File: config.mk
export PLATFORM = sky130hd
export DESIGN_NAME = multi_material_cube_polylines_unit_flat
export DESIGN_NICKNAME = d
export VERILOG_FILES = /design/src/sv/mmcp_pkg.sv /design/src/sv/mmcp_in_if.sv /design/src/sv/mmcp_out_if.sv /design/src/sv/mmcp_front.sv /design/src/sv/mmcp_queue.sv /design/src/sv/mmcp_back.sv /design/src/sv/multi_material_cube_polylines_unit.sv /design/src/flat_wrapper.sv
export SDC_FILE = /design/constraint.sdc
export NUM_CORES = 2
export LEC_CHECK = 0
export BUFFER_PORTS_ARGS = -buffer_cell sky130_fd_sc_hd__clkbuf_2
export CAP_MARGIN = 0
export CELL_PAD_IN_SITES_DETAIL_PLACEMENT = 1
export CELL_PAD_IN_SITES_GLOBAL_PLACEMENT = 1
export CORE_MARGIN = 1.5
export CORE_UTILIZATION = 25
export DETAILED_ROUTE_END_ITERATION = 7
export PLACE_DENSITY_LB_ADDON = 0.3
export SKIP_LAST_GASP = 1
export SYNTH_ARGS = -nofsm -noshare
export SYNTH_HDL_FRONTEND = slang
export SYNTH_SLANG_ARGS = --single-unit
export TNS_END_PERCENT = 5
File: constraint.sdc
create_clock -name clk -period 11.02 [get_ports clk]
set_clock_uncertainty 0.2 [all_clocks]
set_input_delay 0.551 -clock clk [delete_from_list [all_inputs] [get_ports clk]]
set_output_delay 0.551 -clock clk [all_outputs]
set_load 0.005 [all_outputs]
File: src/sv/mmcp_pkg.sv
package mmcp_pkg;

	localparam int NUM_REGIONS_DEF = 16;
	localparam int MAX_RES = 64;
	localparam int WALK_BOUND = 16;
	localparam int QUEUE_DEPTH = 2;

	localparam logic CMD_PRIO = 1'b0;
	localparam logic CMD_CUBE = 1'b1;

	// Partner code of a face edge whose segment runs to the face center.
	localparam logic [2:0] PART_CTR = 3'd4;

	localparam logic [4:0] VC_FACE0 = 5'd12;
	localparam logic [4:0] VC_CUBE = 5'd18;

	typedef logic signed [4:0] region_t;

	localparam logic [2:0] FACE_V [6][4] = '{
		'{3'd0, 3'd1, 3'd2, 3'd3}, '{3'd4, 3'd5, 3'd0, 3'd1}, '{3'd4, 3'd0, 3'd6, 3'd2},
		'{3'd1, 3'd5, 3'd3, 3'd7}, '{3'd2, 3'd3, 3'd6, 3'd7}, '{3'd6, 3'd7, 3'd4, 3'd5}};

	localparam logic [3:0] FACE_E [6][4] = '{
		'{4'd0, 4'd1, 4'd2, 4'd3}, '{4'd8, 4'd4, 4'd0, 4'd5}, '{4'd4, 4'd9, 4'd6, 4'd1},
		'{4'd5, 4'd3, 4'd7, 4'd11}, '{4'd2, 4'd6, 4'd10, 4'd7}, '{4'd10, 4'd9, 4'd8, 4'd11}};

	localparam logic [2:0] EDGE_END [12][2] = '{
		'{3'd0, 3'd1}, '{3'd0, 3'd2}, '{3'd2, 3'd3}, '{3'd1, 3'd3}, '{3'd0, 3'd4}, '{3'd1, 3'd5},
		'{3'd2, 3'd6}, '{3'd3, 3'd7}, '{3'd4, 3'd5}, '{3'd4, 3'd6}, '{3'd6, 3'd7}, '{3'd5, 3'd7}};

	// The two faces that share each edge, lower face first, and the edge's place in each.
	localparam logic [2:0] EDGE_F [12][2] = '{
		'{3'd0, 3'd1}, '{3'd0, 3'd2}, '{3'd0, 3'd4}, '{3'd0, 3'd3}, '{3'd1, 3'd2}, '{3'd1, 3'd3},
		'{3'd2, 3'd4}, '{3'd3, 3'd4}, '{3'd1, 3'd5}, '{3'd2, 3'd5}, '{3'd4, 3'd5}, '{3'd3, 3'd5}};

	localparam logic [1:0] EDGE_P [12][2] = '{
		'{2'd0, 2'd2}, '{2'd1, 2'd3}, '{2'd2, 2'd0}, '{2'd3, 2'd1}, '{2'd1, 2'd0}, '{2'd3, 2'd0},
		'{2'd2, 2'd1}, '{2'd2, 2'd3}, '{2'd0, 2'd2}, '{2'd1, 2'd1}, '{2'd2, 2'd0}, '{2'd3, 2'd3}};

	typedef struct packed {
		logic [3:0]       seg_v;
		logic [3:0][2:0]  part;
		logic [2:0]       ctr_n;
		logic [3:0][1:0]  ctr_pos;
	} face_info_t;

	typedef struct packed {
		region_t [7:0]     corner;
		face_info_t [5:0]  face;
	} cube_rec_t;

	typedef struct packed {
		logic [2:0] face;
		logic       actr;
		logic [3:0] a;
		logic [3:0] b;
	} seg_t;

	typedef struct packed {
		logic [1:0] n;
		seg_t       s0;
		seg_t       s1;
	} edge_look_t;

endpackage

File: src/sv/mmcp_in_if.sv
interface mmcp_in_if;
	logic              valid;
	logic              ready;
	logic              cmd;
	logic signed [4:0] corner_region_0;
	logic signed [4:0] corner_region_1;
	logic signed [4:0] corner_region_2;
	logic signed [4:0] corner_region_3;
	logic signed [4:0] corner_region_4;
	logic signed [4:0] corner_region_5;
	logic signed [4:0] corner_region_6;
	logic signed [4:0] corner_region_7;
	logic [3:0]        priority_slot;
	logic [4:0]        priority_level;

	modport source (output valid, cmd, corner_region_0, corner_region_1, corner_region_2,
		corner_region_3, corner_region_4, corner_region_5, corner_region_6, corner_region_7,
		priority_slot, priority_level, input ready);
	modport sink (input valid, cmd, corner_region_0, corner_region_1, corner_region_2,
		corner_region_3, corner_region_4, corner_region_5, corner_region_6, corner_region_7,
		priority_slot, priority_level, output ready);
endinterface

File: src/sv/mmcp_out_if.sv
interface mmcp_out_if;
	logic              valid;
	logic              ready;
	logic [4:0]        vertex_code;
	logic signed [4:0] region_low;
	logic signed [4:0] region_high;
	logic              polyline_end;
	logic              cube_last;
	logic              center_error;

	modport source (output valid, vertex_code, region_low, region_high, polyline_end,
		cube_last, center_error, input ready);
	modport sink (input valid, vertex_code, region_low, region_high, polyline_end,
		cube_last, center_error, output ready);
endinterface

File: src/sv/mmcp_front.sv
module mmcp_front #(
	parameter int NUM_REGIONS = mmcp_pkg::NUM_REGIONS_DEF
) (
	input  logic                  clk,
	input  logic                  arst_n,
	mmcp_in_if.sink               items,
	output logic                  push_v,
	output mmcp_pkg::cube_rec_t   push_rec,
	input  logic                  push_rdy
);

	localparam int AW = $clog2(NUM_REGIONS);

	typedef enum logic [1:0] {F_IDLE, F_RD, F_CL, F_PUSH} fstate_t;

	fstate_t               state_q;
	logic [2:0]            face_q;
	mmcp_pkg::cube_rec_t   rec_q;
	logic [4:0]            prio_mem [NUM_REGIONS];
	logic [NUM_REGIONS-1:0] prio_ok_q;
	logic [4:0]            lo_pr_q, hi_pr_q;
	logic                  lo_ok_q, hi_ok_q;

	logic                  accept;
	logic [7:0]            wa8, lo_a8, hi_a8;
	logic [AW-1:0]         waddr, lo_addr, hi_addr;
	logic                  slot_ok, lo_in, hi_in;
	mmcp_pkg::region_t     r [4];
	mmcp_pkg::region_t     oth, lo, hi;
	logic [4:0]            plo, phi;

	function automatic mmcp_pkg::face_info_t add_pair(mmcp_pkg::face_info_t fi,
		logic [1:0] i, logic [1:0] j);
		mmcp_pkg::face_info_t t;
		t = fi;
		t.seg_v[i] = 1'b1;
		t.part[i] = {1'b0, j};
		t.seg_v[j] = 1'b1;
		t.part[j] = {1'b0, i};
		return t;
	endfunction

	function automatic mmcp_pkg::face_info_t add_ctr(mmcp_pkg::face_info_t fi, logic [1:0] i);
		mmcp_pkg::face_info_t t;
		t = fi;
		t.seg_v[i] = 1'b1;
		t.part[i] = mmcp_pkg::PART_CTR;
		t.ctr_pos[t.ctr_n[1:0]] = i;
		t.ctr_n = t.ctr_n + 3'd1;
		return t;
	endfunction

	function automatic mmcp_pkg::face_info_t classify(mmcp_pkg::region_t r0,
		mmcp_pkg::region_t r1, mmcp_pkg::region_t r2, mmcp_pkg::region_t r3,
		logic [4:0] pl, logic [4:0] ph);
		mmcp_pkg::face_info_t fi;
		mmcp_pkg::region_t o, l, h, lone, top;
		logic [2:0] nd, nlo;
		fi = '0;
		nd = 3'd1 + {2'b0, r1 != r0} + {2'b0, (r2 != r0) && (r2 != r1)}
			+ {2'b0, (r3 != r0) && (r3 != r1) && (r3 != r2)};
		o = (r1 != r0) ? r1 : ((r2 != r0) ? r2 : r3);
		l = (r0 < o) ? r0 : o;
		h = (r0 < o) ? o : r0;
		nlo = {2'b0, r0 == l} + {2'b0, r1 == l} + {2'b0, r2 == l} + {2'b0, r3 == l};
		if (nd == 3'd2) begin
			if (nlo == 3'd2) begin
				if (r0 == r3) begin
					// Diagonal face: the preferred region keeps its corners joined.
					top = l;
					if (h[4] || (!l[4] && (pl < ph))) top = h;
					if (r0 == top) begin
						fi = add_pair(fi, 2'd1, 2'd2);
						fi = add_pair(fi, 2'd0, 2'd3);
					end else begin
						fi = add_pair(fi, 2'd0, 2'd1);
						fi = add_pair(fi, 2'd2, 2'd3);
					end
				end else if (r0 == r1) begin
					fi = add_pair(fi, 2'd1, 2'd3);
				end else if (r0 == r2) begin
					fi = add_pair(fi, 2'd0, 2'd2);
				end
			end else begin
				lone = (nlo == 3'd3) ? h : l;
				if (r0 == lone) fi = add_pair(fi, 2'd0, 2'd1);
				else if (r1 == lone) fi = add_pair(fi, 2'd0, 2'd3);
				else if (r2 == lone) fi = add_pair(fi, 2'd1, 2'd2);
				else fi = add_pair(fi, 2'd2, 2'd3);
			end
		end else if (nd == 3'd3) begin
			if (r0 == r3) begin
				fi = add_pair(fi, 2'd1, 2'd2);
				fi = add_pair(fi, 2'd0, 2'd3);
			end else if (r1 == r2) begin
				fi = add_pair(fi, 2'd0, 2'd1);
				fi = add_pair(fi, 2'd2, 2'd3);
			end else if (r0 == r1) begin
				fi = add_ctr(fi, 2'd1);
				fi = add_ctr(fi, 2'd3);
				fi = add_ctr(fi, 2'd2);
			end else if (r0 == r2) begin
				fi = add_ctr(fi, 2'd0);
				fi = add_ctr(fi, 2'd2);
				fi = add_ctr(fi, 2'd3);
			end else if (r1 == r3) begin
				fi = add_ctr(fi, 2'd0);
				fi = add_ctr(fi, 2'd2);
				fi = add_ctr(fi, 2'd1);
			end else if (r2 == r3) begin
				fi = add_ctr(fi, 2'd1);
				fi = add_ctr(fi, 2'd3);
				fi = add_ctr(fi, 2'd0);
			end
		end else if (nd == 3'd4) begin
			fi = add_ctr(fi, 2'd0);
			fi = add_ctr(fi, 2'd1);
			fi = add_ctr(fi, 2'd2);
			fi = add_ctr(fi, 2'd3);
		end
		return fi;
	endfunction

	assign items.ready = (state_q == F_IDLE);
	assign accept = items.valid && items.ready;
	assign push_v = (state_q == F_PUSH);
	assign push_rec = rec_q;

	always_comb begin
		for (int i = 0; i < 4; i++) r[i] = rec_q.corner[mmcp_pkg::FACE_V[face_q][i]];
		oth = (r[1] != r[0]) ? r[1] : ((r[2] != r[0]) ? r[2] : r[3]);
		lo = (r[0] < oth) ? r[0] : oth;
		hi = (r[0] < oth) ? oth : r[0];
		wa8 = {4'b0, items.priority_slot};
		lo_a8 = {4'b0, lo[3:0]};
		hi_a8 = {4'b0, hi[3:0]};
		waddr = wa8[AW-1:0];
		lo_addr = lo_a8[AW-1:0];
		hi_addr = hi_a8[AW-1:0];
		slot_ok = int'(items.priority_slot) < NUM_REGIONS;
		lo_in = !lo[4] && (int'(lo[3:0]) < NUM_REGIONS);
		hi_in = !hi[4] && (int'(hi[3:0]) < NUM_REGIONS);
		plo = lo_ok_q ? lo_pr_q : 5'd0;
		phi = hi_ok_q ? hi_pr_q : 5'd0;
	end

	always_ff @(posedge clk) begin
		if (accept && (items.cmd == mmcp_pkg::CMD_PRIO) && slot_ok)
			prio_mem[waddr] <= items.priority_level;
		if (state_q == F_RD) begin
			lo_pr_q <= prio_mem[lo_addr];
			hi_pr_q <= prio_mem[hi_addr];
		end
	end

	always_ff @(posedge clk or negedge arst_n) begin
		if (!arst_n) begin
			state_q <= F_IDLE;
			face_q <= '0;
			prio_ok_q <= '0;
			lo_ok_q <= 1'b0;
			hi_ok_q <= 1'b0;
		end else begin
			unique case (state_q)
				F_IDLE: begin
					if (accept) begin
						if (items.cmd == mmcp_pkg::CMD_CUBE) begin
							rec_q.corner <= {items.corner_region_7, items.corner_region_6,
								items.corner_region_5, items.corner_region_4,
								items.corner_region_3, items.corner_region_2,
								items.corner_region_1, items.corner_region_0};
							face_q <= '0;
							state_q <= F_RD;
						end else if (slot_ok) begin
							prio_ok_q[waddr] <= 1'b1;
						end
					end
				end
				F_RD: begin
					lo_ok_q <= lo_in && prio_ok_q[lo_addr];
					hi_ok_q <= hi_in && prio_ok_q[hi_addr];
					state_q <= F_CL;
				end
				F_CL: begin
					rec_q.face[face_q] <= classify(r[0], r[1], r[2], r[3], plo, phi);
					if (face_q == 3'd5) begin
						state_q <= F_PUSH;
					end else begin
						face_q <= face_q + 3'd1;
						state_q <= F_RD;
					end
				end
				F_PUSH: begin
					if (push_rdy) state_q <= F_IDLE;
				end
				default: state_q <= F_IDLE;
			endcase
		end
	end

endmodule

File: src/sv/mmcp_queue.sv
module mmcp_queue (
	input  logic                 clk,
	input  logic                 arst_n,
	input  logic                 push_v,
	input  mmcp_pkg::cube_rec_t  push_rec,
	output logic                 push_rdy,
	input  logic                 pop,
	output logic                 pop_v,
	output mmcp_pkg::cube_rec_t  pop_rec
);

	localparam int QW = (mmcp_pkg::QUEUE_DEPTH > 1) ? $clog2(mmcp_pkg::QUEUE_DEPTH) : 1;
	localparam int NW = $clog2(mmcp_pkg::QUEUE_DEPTH + 1);

	mmcp_pkg::cube_rec_t mem_q [mmcp_pkg::QUEUE_DEPTH];
	logic [QW-1:0] wp_q, rp_q;
	logic [NW-1:0] n_q;
	logic do_push, do_pop;

	function automatic logic [QW-1:0] bump(logic [QW-1:0] p);
		return (p == QW'(mmcp_pkg::QUEUE_DEPTH - 1)) ? '0 : p + QW'(1);
	endfunction

	assign push_rdy = (n_q != NW'(mmcp_pkg::QUEUE_DEPTH));
	assign pop_v = (n_q != '0);
	assign pop_rec = mem_q[rp_q];
	assign do_push = push_v && push_rdy;
	assign do_pop = pop && pop_v;

	always_ff @(posedge clk) begin
		if (do_push) mem_q[wp_q] <= push_rec;
	end

	always_ff @(posedge clk or negedge arst_n) begin
		if (!arst_n) begin
			wp_q <= '0;
			rp_q <= '0;
			n_q <= '0;
		end else begin
			if (do_push) wp_q <= bump(wp_q);
			if (do_pop) rp_q <= bump(rp_q);
			if (do_push && !do_pop) n_q <= n_q + NW'(1);
			else if (do_pop && !do_push) n_q <= n_q - NW'(1);
		end
	end

endmodule

File: src/sv/mmcp_back.sv
module mmcp_back (
	input  logic                 clk,
	input  logic                 arst_n,
	input  logic                 pop_v,
	input  mmcp_pkg::cube_rec_t  pop_rec,
	output logic                 pop,
	mmcp_out_if.source           results
);

	localparam int CW = $clog2(mmcp_pkg::MAX_RES + 1);

	typedef enum logic [3:0] {
		B_IDLE, B_START, B_CSCAN, B_C18, B_CFACE, B_CSTEP, B_CEND, B_LSCAN, B_LSTEP, B_FIN
	} bstate_t;

	bstate_t               state_q;
	mmcp_pkg::cube_rec_t   rec_q;
	logic [11:0]           visited_q;
	logic [5:0][3:0]       done_q;
	logic [2:0]            f_q, endf_q;
	logic [1:0]            c_q;
	logic [3:0]            i_q, cur_q, step_q;
	mmcp_pkg::seg_t        last_q;
	mmcp_pkg::region_t     lo_q, hi_q;
	logic [CW-1:0]         cnt_q;
	logic                  poly_q;

	logic                  pend_v_q, pend_end_q, perr_q;
	logic [4:0]            pc_q;
	mmcp_pkg::region_t     plo_q, phi_q;

	logic                  ov_q, oend_q, ocl_q, oerr_q;
	logic [4:0]            oc_q;
	mmcp_pkg::region_t     olo_q, ohi_q;

	logic [2:0]            centers;
	mmcp_pkg::edge_look_t  look, lk_i;
	mmcp_pkg::seg_t        nxt, l0, l1;
	logic [3:0]            cstep_next, nx, e0;
	logic                  l_found, l_close, mfound;
	logic [1:0]            mk;
	logic [5:0][3:0]       done_nx;
	mmcp_pkg::face_info_t  fi_c, fi_e;
	logic                  can_emit, em_req, em_end, em_err, em_take, em_drop_close;
	logic                  mv, flush;
	logic [4:0]            em_code;

	function automatic mmcp_pkg::seg_t mkseg(logic [2:0] f, logic [3:0] e, logic [2:0] part);
		mmcp_pkg::seg_t s;
		logic [3:0] o;
		s = '0;
		s.face = f;
		if (part == mmcp_pkg::PART_CTR) begin
			s.actr = 1'b1;
			s.b = e;
		end else begin
			o = mmcp_pkg::FACE_E[f][part[1:0]];
			s.a = (e < o) ? e : o;
			s.b = (e < o) ? o : e;
		end
		return s;
	endfunction

	// Segments held on one edge, in the order the faces laid them down.
	function automatic mmcp_pkg::edge_look_t on_edge(mmcp_pkg::cube_rec_t rec, logic [3:0] e);
		mmcp_pkg::edge_look_t lk;
		mmcp_pkg::face_info_t fi;
		mmcp_pkg::seg_t s;
		logic [2:0] fa;
		logic [1:0] pa;
		lk = '0;
		for (int k = 0; k < 2; k++) begin
			fa = mmcp_pkg::EDGE_F[e][k];
			pa = mmcp_pkg::EDGE_P[e][k];
			fi = rec.face[fa];
			if (fi.seg_v[pa]) begin
				s = mkseg(fa, e, fi.part[pa]);
				if (lk.n == 2'd0) lk.s0 = s;
				else lk.s1 = s;
				lk.n = lk.n + 2'd1;
			end
		end
		return lk;
	endfunction

	function automatic logic [9:0] edge_pair(mmcp_pkg::cube_rec_t rec, logic [3:0] e);
		mmcp_pkg::region_t x, y;
		x = rec.corner[mmcp_pkg::EDGE_END[e][0]];
		y = rec.corner[mmcp_pkg::EDGE_END[e][1]];
		return (x < y) ? {x, y} : {y, x};
	endfunction

	function automatic logic [3:0] seg_edge(mmcp_pkg::seg_t s);
		return s.actr ? s.b : s.a;
	endfunction

	// The edge being emitted this cycle counts as visited already.
	function automatic logic is_seen(logic [3:0] x, logic ctr, logic [11:0] vis,
		logic [3:0] cur);
		return ctr || vis[x] || (x == cur);
	endfunction

	always_comb begin
		centers = '0;
		for (int f = 0; f < 6; f++)
			centers = centers + {2'b0, rec_q.face[f].ctr_n != 3'd0};

		look = on_edge(rec_q, cur_q);
		lk_i = on_edge(rec_q, i_q);

		nxt = look.s0;
		if ((nxt == last_q) && (look.n > 2'd1)) nxt = look.s1;
		if (!is_seen(nxt.a, nxt.actr, visited_q, cur_q)) cstep_next = nxt.a;
		else if (!is_seen(nxt.b, 1'b0, visited_q, cur_q)) cstep_next = nxt.b;
		else cstep_next = cur_q;

		l0 = look.s0;
		l1 = (look.n > 2'd1) ? look.s1 : look.s0;
		l_found = 1'b1;
		if (!is_seen(l0.a, l0.actr, visited_q, cur_q)) nx = l0.a;
		else if (!is_seen(l0.b, 1'b0, visited_q, cur_q)) nx = l0.b;
		else if (!is_seen(l1.a, l1.actr, visited_q, cur_q)) nx = l1.a;
		else if (!is_seen(l1.b, 1'b0, visited_q, cur_q)) nx = l1.b;
		else begin
			nx = cur_q;
			l_found = 1'b0;
		end
		l_close = !l_found || (step_q == 4'(mmcp_pkg::WALK_BOUND - 1));

		fi_c = rec_q.face[f_q];
		e0 = mmcp_pkg::FACE_E[f_q][fi_c.ctr_pos[c_q]];

		fi_e = rec_q.face[endf_q];
		mfound = 1'b0;
		mk = '0;
		for (int k = 0; k < 4; k++) begin
			if (!mfound && (k < int'(fi_e.ctr_n)) && (edge_pair(rec_q,
				mmcp_pkg::FACE_E[endf_q][fi_e.ctr_pos[k]]) == {lo_q, hi_q})) begin
				mfound = 1'b1;
				mk = 2'(k);
			end
		end

		done_nx = done_q;
		done_nx[f_q][c_q] = 1'b1;
		if (mfound) done_nx[endf_q][mk] = 1'b1;

		em_req = 1'b0;
		em_end = 1'b0;
		em_err = 1'b0;
		em_code = '0;
		case (state_q)
			B_START: begin
				em_req = (centers == 3'd1);
				em_err = 1'b1;
			end
			B_C18: begin
				em_req = 1'b1;
				em_code = mmcp_pkg::VC_CUBE;
			end
			B_CFACE: begin
				em_req = 1'b1;
				em_code = mmcp_pkg::VC_FACE0 + {2'b0, f_q};
			end
			B_CSTEP: begin
				em_req = 1'b1;
				em_code = {1'b0, cur_q};
			end
			B_CEND: begin
				em_req = 1'b1;
				em_end = 1'b1;
				em_code = mmcp_pkg::VC_FACE0 + {2'b0, endf_q};
			end
			B_LSTEP: begin
				em_req = 1'b1;
				em_end = l_close;
				em_code = {1'b0, cur_q};
			end
			default: em_req = 1'b0;
		endcase

		// A new word may enter the pending slot once its old word can move on.
		can_emit = !pend_v_q || !ov_q || results.ready;
		em_take = em_req && can_emit && (cnt_q < CW'(mmcp_pkg::MAX_RES));
		em_drop_close = em_req && can_emit && !(cnt_q < CW'(mmcp_pkg::MAX_RES)) && em_end
			&& poly_q;
		flush = (state_q == B_FIN) && pend_v_q && (!ov_q || results.ready);
		mv = (em_take && pend_v_q) || flush;
	end

	assign pop = (state_q == B_IDLE) && pop_v;

	assign results.valid = ov_q;
	assign results.vertex_code = oc_q;
	assign results.region_low = olo_q;
	assign results.region_high = ohi_q;
	assign results.polyline_end = oend_q;
	assign results.cube_last = ocl_q;
	assign results.center_error = oerr_q;

	always_ff @(posedge clk or negedge arst_n) begin
		if (!arst_n) begin
			state_q <= B_IDLE;
			pend_v_q <= 1'b0;
			ov_q <= 1'b0;
			cnt_q <= '0;
			visited_q <= '0;
			done_q <= '0;
			f_q <= '0;
			c_q <= '0;
			i_q <= '0;
			cur_q <= '0;
			step_q <= '0;
			endf_q <= '0;
			poly_q <= 1'b0;
		end else begin
			if (mv) begin
				ov_q <= 1'b1;
				oc_q <= pc_q;
				olo_q <= plo_q;
				ohi_q <= phi_q;
				oend_q <= pend_end_q;
				oerr_q <= perr_q;
				ocl_q <= flush;
			end else if (results.ready) begin
				ov_q <= 1'b0;
			end

			if (em_take) begin
				pend_v_q <= 1'b1;
				pc_q <= em_code;
				plo_q <= em_err ? '0 : lo_q;
				phi_q <= em_err ? '0 : hi_q;
				pend_end_q <= em_end;
				perr_q <= em_err;
				cnt_q <= cnt_q + CW'(1);
				poly_q <= 1'b1;
			end else if (flush) begin
				pend_v_q <= 1'b0;
			end else if (em_drop_close) begin
				pend_end_q <= 1'b1;
			end

			unique case (state_q)
				B_IDLE: begin
					if (pop_v) begin
						rec_q <= pop_rec;
						visited_q <= '0;
						done_q <= '0;
						cnt_q <= '0;
						state_q <= B_START;
					end
				end
				B_START: begin
					if (centers == 3'd1) begin
						if (can_emit) state_q <= B_FIN;
					end else if (centers == 3'd0) begin
						i_q <= '0;
						state_q <= B_LSCAN;
					end else begin
						f_q <= '0;
						c_q <= '0;
						state_q <= B_CSCAN;
					end
				end
				B_CSCAN: begin
					if (({1'b0, c_q} < fi_c.ctr_n) && !done_q[f_q][c_q]) begin
						last_q <= mkseg(f_q, e0, mmcp_pkg::PART_CTR);
						cur_q <= e0;
						endf_q <= f_q;
						{lo_q, hi_q} <= edge_pair(rec_q, e0);
						step_q <= '0;
						poly_q <= 1'b0;
						state_q <= (centers > 3'd2) ? B_C18 : B_CFACE;
					end else if (({1'b0, c_q} + 3'd1) < fi_c.ctr_n) begin
						c_q <= c_q + 2'd1;
					end else begin
						c_q <= '0;
						if (f_q == 3'd5) begin
							i_q <= '0;
							state_q <= B_LSCAN;
						end else begin
							f_q <= f_q + 3'd1;
						end
					end
				end
				B_C18: begin
					if (can_emit) state_q <= B_CFACE;
				end
				B_CFACE: begin
					if (can_emit) state_q <= B_CSTEP;
				end
				B_CSTEP: begin
					if (can_emit) begin
						visited_q[cur_q] <= 1'b1;
						if (nxt.actr) begin
							endf_q <= nxt.face;
							state_q <= B_CEND;
						end else begin
							cur_q <= cstep_next;
							last_q <= nxt;
							if (step_q == 4'(mmcp_pkg::WALK_BOUND - 1)) state_q <= B_CEND;
							else step_q <= step_q + 4'd1;
						end
					end
				end
				B_CEND: begin
					if (can_emit) begin
						done_q <= done_nx;
						state_q <= B_CSCAN;
					end
				end
				B_LSCAN: begin
					if (!visited_q[i_q] && (lk_i.n != 2'd0)) begin
						cur_q <= i_q;
						step_q <= '0;
						poly_q <= 1'b0;
						{lo_q, hi_q} <= edge_pair(rec_q, seg_edge(lk_i.s0));
						state_q <= B_LSTEP;
					end else if (i_q == 4'd11) begin
						state_q <= B_FIN;
					end else begin
						i_q <= i_q + 4'd1;
					end
				end
				B_LSTEP: begin
					if (can_emit) begin
						visited_q[cur_q] <= 1'b1;
						if (l_close) begin
							state_q <= B_LSCAN;
						end else begin
							cur_q <= nx;
							step_q <= step_q + 4'd1;
						end
					end
				end
				B_FIN: begin
					if (!pend_v_q || flush) state_q <= B_IDLE;
				end
				default: state_q <= B_IDLE;
			endcase
		end
	end

`ifndef ASSERT_OFF
	a_cnt_bound: assert property (@(posedge clk) disable iff (!arst_n)
		cnt_q <= CW'(mmcp_pkg::MAX_RES))
		else $error("result count ran past its bound");

	a_idle_flushed: assert property (@(posedge clk) disable iff (!arst_n)
		(state_q == B_IDLE) |-> !pend_v_q)
		else $error("word left pending between cubes");

	a_err_last: assert property (@(posedge clk) disable iff (!arst_n)
		(ov_q && oerr_q) |-> (ocl_q && !oend_q))
		else $error("error word not marked as last of its cube");

	a_walk_edge: assert property (@(posedge clk) disable iff (!arst_n)
		((state_q == B_CSTEP) || (state_q == B_LSTEP)) |-> (cur_q < 4'd12))
		else $error("walk left the edge range");
`endif

endmodule

File: src/sv/multi_material_cube_polylines_unit.sv
// A cube holds the front from its accept through a priority memory read and a face
// classification for each face, and then until the queue takes it. The back emits only
// an error word for a single-center cube and only scans the edges of a uniform one;
// otherwise it emits vertex words and scans for new polylines, and walks stop at their bound.
// arst_n clears all control state and the valid bits of the priority table, so every
// priority reads zero after reset; no clearing pass is needed.
module multi_material_cube_polylines_unit #(
	parameter int NUM_REGIONS = mmcp_pkg::NUM_REGIONS_DEF
) (
	input  logic        clk,
	input  logic        arst_n,
	mmcp_in_if.sink     items,
	mmcp_out_if.source  results
);

	logic                 push_v, push_rdy, pop, pop_v;
	mmcp_pkg::cube_rec_t  push_rec, pop_rec;

	mmcp_front #(.NUM_REGIONS(NUM_REGIONS)) u_front (
		.clk      (clk),
		.arst_n   (arst_n),
		.items    (items),
		.push_v   (push_v),
		.push_rec (push_rec),
		.push_rdy (push_rdy)
	);

	mmcp_queue u_queue (
		.clk      (clk),
		.arst_n   (arst_n),
		.push_v   (push_v),
		.push_rec (push_rec),
		.push_rdy (push_rdy),
		.pop      (pop),
		.pop_v    (pop_v),
		.pop_rec  (pop_rec)
	);

	mmcp_back u_back (
		.clk     (clk),
		.arst_n  (arst_n),
		.pop_v   (pop_v),
		.pop_rec (pop_rec),
		.pop     (pop),
		.results (results)
	);

endmodule

File: src/flat_wrapper.sv
// flat-port wrapper written by rule: the top's interface ports become plain ports
module multi_material_cube_polylines_unit_flat 
#(
	parameter int NUM_REGIONS = mmcp_pkg::NUM_REGIONS_DEF
)
  (clk, arst_n, items_valid, items_cmd, items_corner_region_0, items_corner_region_1, items_corner_region_2, items_corner_region_3, items_corner_region_4, items_corner_region_5, items_corner_region_6, items_corner_region_7, items_priority_slot, items_priority_level, items_ready, results_valid, results_vertex_code, results_region_low, results_region_high, results_polyline_end, results_cube_last, results_center_error, results_ready);
  mmcp_in_if items_i ();
  mmcp_out_if results_i ();
  input  logic clk;
  input  logic arst_n;
  input wire logic [$bits(items_i.valid)-1:0] items_valid;
  input wire logic [$bits(items_i.cmd)-1:0] items_cmd;
  input wire logic [$bits(items_i.corner_region_0)-1:0] items_corner_region_0;
  input wire logic [$bits(items_i.corner_region_1)-1:0] items_corner_region_1;
  input wire logic [$bits(items_i.corner_region_2)-1:0] items_corner_region_2;
  input wire logic [$bits(items_i.corner_region_3)-1:0] items_corner_region_3;
  input wire logic [$bits(items_i.corner_region_4)-1:0] items_corner_region_4;
  input wire logic [$bits(items_i.corner_region_5)-1:0] items_corner_region_5;
  input wire logic [$bits(items_i.corner_region_6)-1:0] items_corner_region_6;
  input wire logic [$bits(items_i.corner_region_7)-1:0] items_corner_region_7;
  input wire logic [$bits(items_i.priority_slot)-1:0] items_priority_slot;
  input wire logic [$bits(items_i.priority_level)-1:0] items_priority_level;
  output wire logic [$bits(items_i.ready)-1:0] items_ready;
  output wire logic [$bits(results_i.valid)-1:0] results_valid;
  output wire logic [$bits(results_i.vertex_code)-1:0] results_vertex_code;
  output wire logic [$bits(results_i.region_low)-1:0] results_region_low;
  output wire logic [$bits(results_i.region_high)-1:0] results_region_high;
  output wire logic [$bits(results_i.polyline_end)-1:0] results_polyline_end;
  output wire logic [$bits(results_i.cube_last)-1:0] results_cube_last;
  output wire logic [$bits(results_i.center_error)-1:0] results_center_error;
  input wire logic [$bits(results_i.ready)-1:0] results_ready;
  assign items_i.valid = items_valid;
  assign items_i.cmd = items_cmd;
  assign items_i.corner_region_0 = items_corner_region_0;
  assign items_i.corner_region_1 = items_corner_region_1;
  assign items_i.corner_region_2 = items_corner_region_2;
  assign items_i.corner_region_3 = items_corner_region_3;
  assign items_i.corner_region_4 = items_corner_region_4;
  assign items_i.corner_region_5 = items_corner_region_5;
  assign items_i.corner_region_6 = items_corner_region_6;
  assign items_i.corner_region_7 = items_corner_region_7;
  assign items_i.priority_slot = items_priority_slot;
  assign items_i.priority_level = items_priority_level;
  assign items_ready = items_i.ready;
  assign results_valid = results_i.valid;
  assign results_vertex_code = results_i.vertex_code;
  assign results_region_low = results_i.region_low;
  assign results_region_high = results_i.region_high;
  assign results_polyline_end = results_i.polyline_end;
  assign results_cube_last = results_i.cube_last;
  assign results_center_error = results_i.center_error;
  assign results_i.ready = results_ready;
  multi_material_cube_polylines_unit #(.NUM_REGIONS(NUM_REGIONS)) u_core (.clk(clk), .arst_n(arst_n), .items(items_i), .results(results_i));
endmodule
==> impl_results.md <==
* Period utilization at 91.5%
* Die height at 463 um
* Register area at 0.0261 mm2
* Post CTS Setup Buffer Count at 0
* DRC marker count from the first detailed-route iteration at 3257
* Critical path's largest stage delay at 860 ps
* Unique masters post-synth at 123
* Crit path max fanout at 17
* RSZ-0062 raised after global routing: false
* Fmax at 0.0992 GHz
* CP endpoint kind: flop
* Clk buf depth at 3
* Synth Register Bits at 884
* Sequential area share after synthesis at 49.3%
* Endpoints failing hold at 0
* Cts bufs inserted at 96
* Total core area at 0.210 mm2
* Via density per instance at 5.24
* Via count at 39400
* Reg clk slew, reported paths at 70 ps
* Synth top area cells: edfxtp_1 45%, mux2_2 5.8%, mux2i_1 5.6%, mux4_2 5.4%, dfrtp_1 4.6%
* Main synth FF type: edfxtp_1
* Clock Sink Count at 884
* Layout cells sized above 1 at 19.0%
* Fin. max-slew vios at 0
* Ys Warns at 0
* Global Route Usage Sum at 16.7%
* Clk_lat worst skew at 760 ps
* Worst hold path type: in2reg
* Total Nets Final at 4787
* Detail Route Antenna Nets at 0
* Die ar. at 0.214 mm2
* Total gr overflow at 0
* Initial antenna violation count at 3
* Max-slew headroom at 6.50%
* Drt wl/cell at 24.5 um
* Clock H-tree levels at 3
* Run status: finished clean
* Total Wirelength at 184000 um
* Mapped Area at 0.0528 mm2
* EDFF count, synth at 787
* Synth top cells by count: 787 x edfxtp_1, 346 x nand2_1, 293 x mux2i_1, 281 x nor2_1, 273 x mux2_2
* Setup Crit Path Kind: reg2reg
* # setup viols final at 0
* # resized after CTS at 0
* Final HPWL DP at 131000 um
* Root buf cell: clkbuf_16
* # IOs at 74
* RePlAce Congestion at 0.887
* Layout area overhead at 14.3%
* Fin Setup TNS at 0 ps
* Tmin final at 10090 ps
* Largest net degree at the start of global routing at 131
* Port Buffers at 73
* Cell taking the most area after synthesis: edfxtp_1
* Max-Cap Viols at 0
* First-pass GRT wire length at 274000 um
* Syn_nets at 4711
* Most used standard cell by instance count after synthesis: edfxtp_1
* Critical Path AT at 10300 ps
* CTS tree: done
* Starting Density at 25.2%
* Crit-path slowest cell: dfrtp_1
* Fill count at 23274
* Die W at 463 um
* Post-synth ARST share at 11.0%
* DRT Pass-1 Iters at 5
* Mapped Cells at 4548
* DRC viols at 0
* Vias in the first global route at 40566
* Synth Area per Inst at 11.6 um2
* Number of cell rows at 168
* Multi-input logic area at 0.0252 mm2
* Top-area cell type share of the netlist area at 44.7%
* Worst path most repeated cell: ha_1
* CTS Hold Buffers Added at 45
* CP startpoint kind: flop
* Worst Tran Pin Value at 1390 ps
* CP Data Required Time at 11240 ps
## stage by stage
stage          area [um2]  hold slack [ps]  instances  util, %  worst slack [ps]
2_1_floorplan       52800             55.4       4548        -              1480
3_3_place_gp        56700              204       7286     27.0              1080
3_5_place_dp        56700              210       7286     27.0               818
4_1_cts             60400             6.44       7512     28.8               768
5_1_grt             60400             55.7       7512     28.8              38.7
6_report            60400             64.4       7514     28.8               935
## flip-flops by register name (all words and copies together) (netlist names), 12 cells and up
signal	flops
u_core.u_front.prio_ok_q	16
u_core.u_back.rec_q	160
u_core.u_queue.mem_q	320
u_core.u_front.push_rec	160
u_core.u_back.done_q	24
u_core.u_back.last_q	12
u_core.u_front.prio_mem	80
u_core.u_back.visited_q	12
## worst max-delay path, delay by kind of cell, from the launching register on
family / cells / cell delay (ps)
flip-flops: 1 / 860
buffers and inverters: 3 / 850
multiplexers: 5 / 1830
adder cells (fa/ha/maj): 6 / 1990
XOR/XNOR: 4 / 900
AO/OA/AOI/OAI: 5 / 820
AND/OR/NAND/NOR: 10 / 2270
## metal layers
| layer | global-route usage [%] | wire length [um] | vias to the layer above |
|---|---|---|---|
| li1 | - | - | 17757 |
| met1 | 24.0 | 87800 | 20384 |
| met2 | 26.7 | 84400 | 1019 |
| met3 | 1.86 | 8080 | 238 |
| met4 | 4.24 | 4130 | 2 |
| met5 | 0 | 13 | - |
## cell usage in the layout, fill, tap and decap left out, types with 30 or more instances in the layout
cell	netlist	layout
edfxtp_1	787	787
nand2_1	346	346
mux2i_1	293	289
nor2_1	281	275
mux2_2	273	273
o21ai_0	219	217
a21oi_1	205	203
buf_4	8	138
mux4_2	126	126
nand3_1	122	122
inv_1	119	119
ha_1	105	105
clkbuf_16	0	96
dfrtp_1	97	94
nor3_1	94	93
xnor2_1	78	78
o211ai_1	76	76
clkbuf_2	0	72
nor2b_1	61	59
nand2b_1	57	57
a31oi_1	51	51
a211oi_1	49	49
dlygate4sd3_1	0	45
and2_1	46	44
a32oi_1	40	40
a21o_1	36	36
xor2_1	35	35
a22oi_1	34	34
o21a_1	33	33
or2_2	32	32
o22ai_1	31	31
o21ai_1	29	30
## cell type report
cell class / count / share of cell area (%)
inverters: 129 / 0.802
well taps: 2805 / 5.81
diodes: 2 / 0.00829
clock buffers: 130 / 4.29
repair buffers: 256 / 3.09
flip-flops and latches: 884 / 43.2
multi-input cells: 3257 / 41.8
clock inverters: 51 / 1.09
## path summary, 6_finish.rpt
path / startpoint / end / slack [ps] / depth (start not counted)
worst max-delay path: u_core.u_front.face_q[0] / u_core.u_front.push_rec[39] / 930 / 33
worst min-delay path: items_priority_level[1] / u_core.u_front.prio_mem[1][1] / 60 / 1
worst max register to register: u_core.u_front.face_q[0] / u_core.u_front.push_rec[39] / 930 / 33
worst min register to register: u_core.u_back.pc_q[4] / u_core.u_back.results.vertex_code[4] / 180 / 0
max in group asynchronous: arst_n / u_core.u_queue.wp_q / 8940 / 3
min in group asynchronous: arst_n / u_core.u_back.step_q[0] / 240 / 2
## logic make-up after synthesis
group / count (synthesis) / synth area share, %
AO/OA/AOI/OAI: 1101 / 14.4
flip-flops: 884 / 49.3
XOR/XNOR: 113 / 1.87
AND/OR/NAND/NOR: 1235 / 11.7
multiplexers: 699 / 16.9
adder cells (fa/ha/maj): 109 / 2.64
buffers and inverters: 407 / 3.18
Power is left out: the tool's default activity adds up to more than one toggle a clock period on the data nets, which glitch-free logic cannot reach.
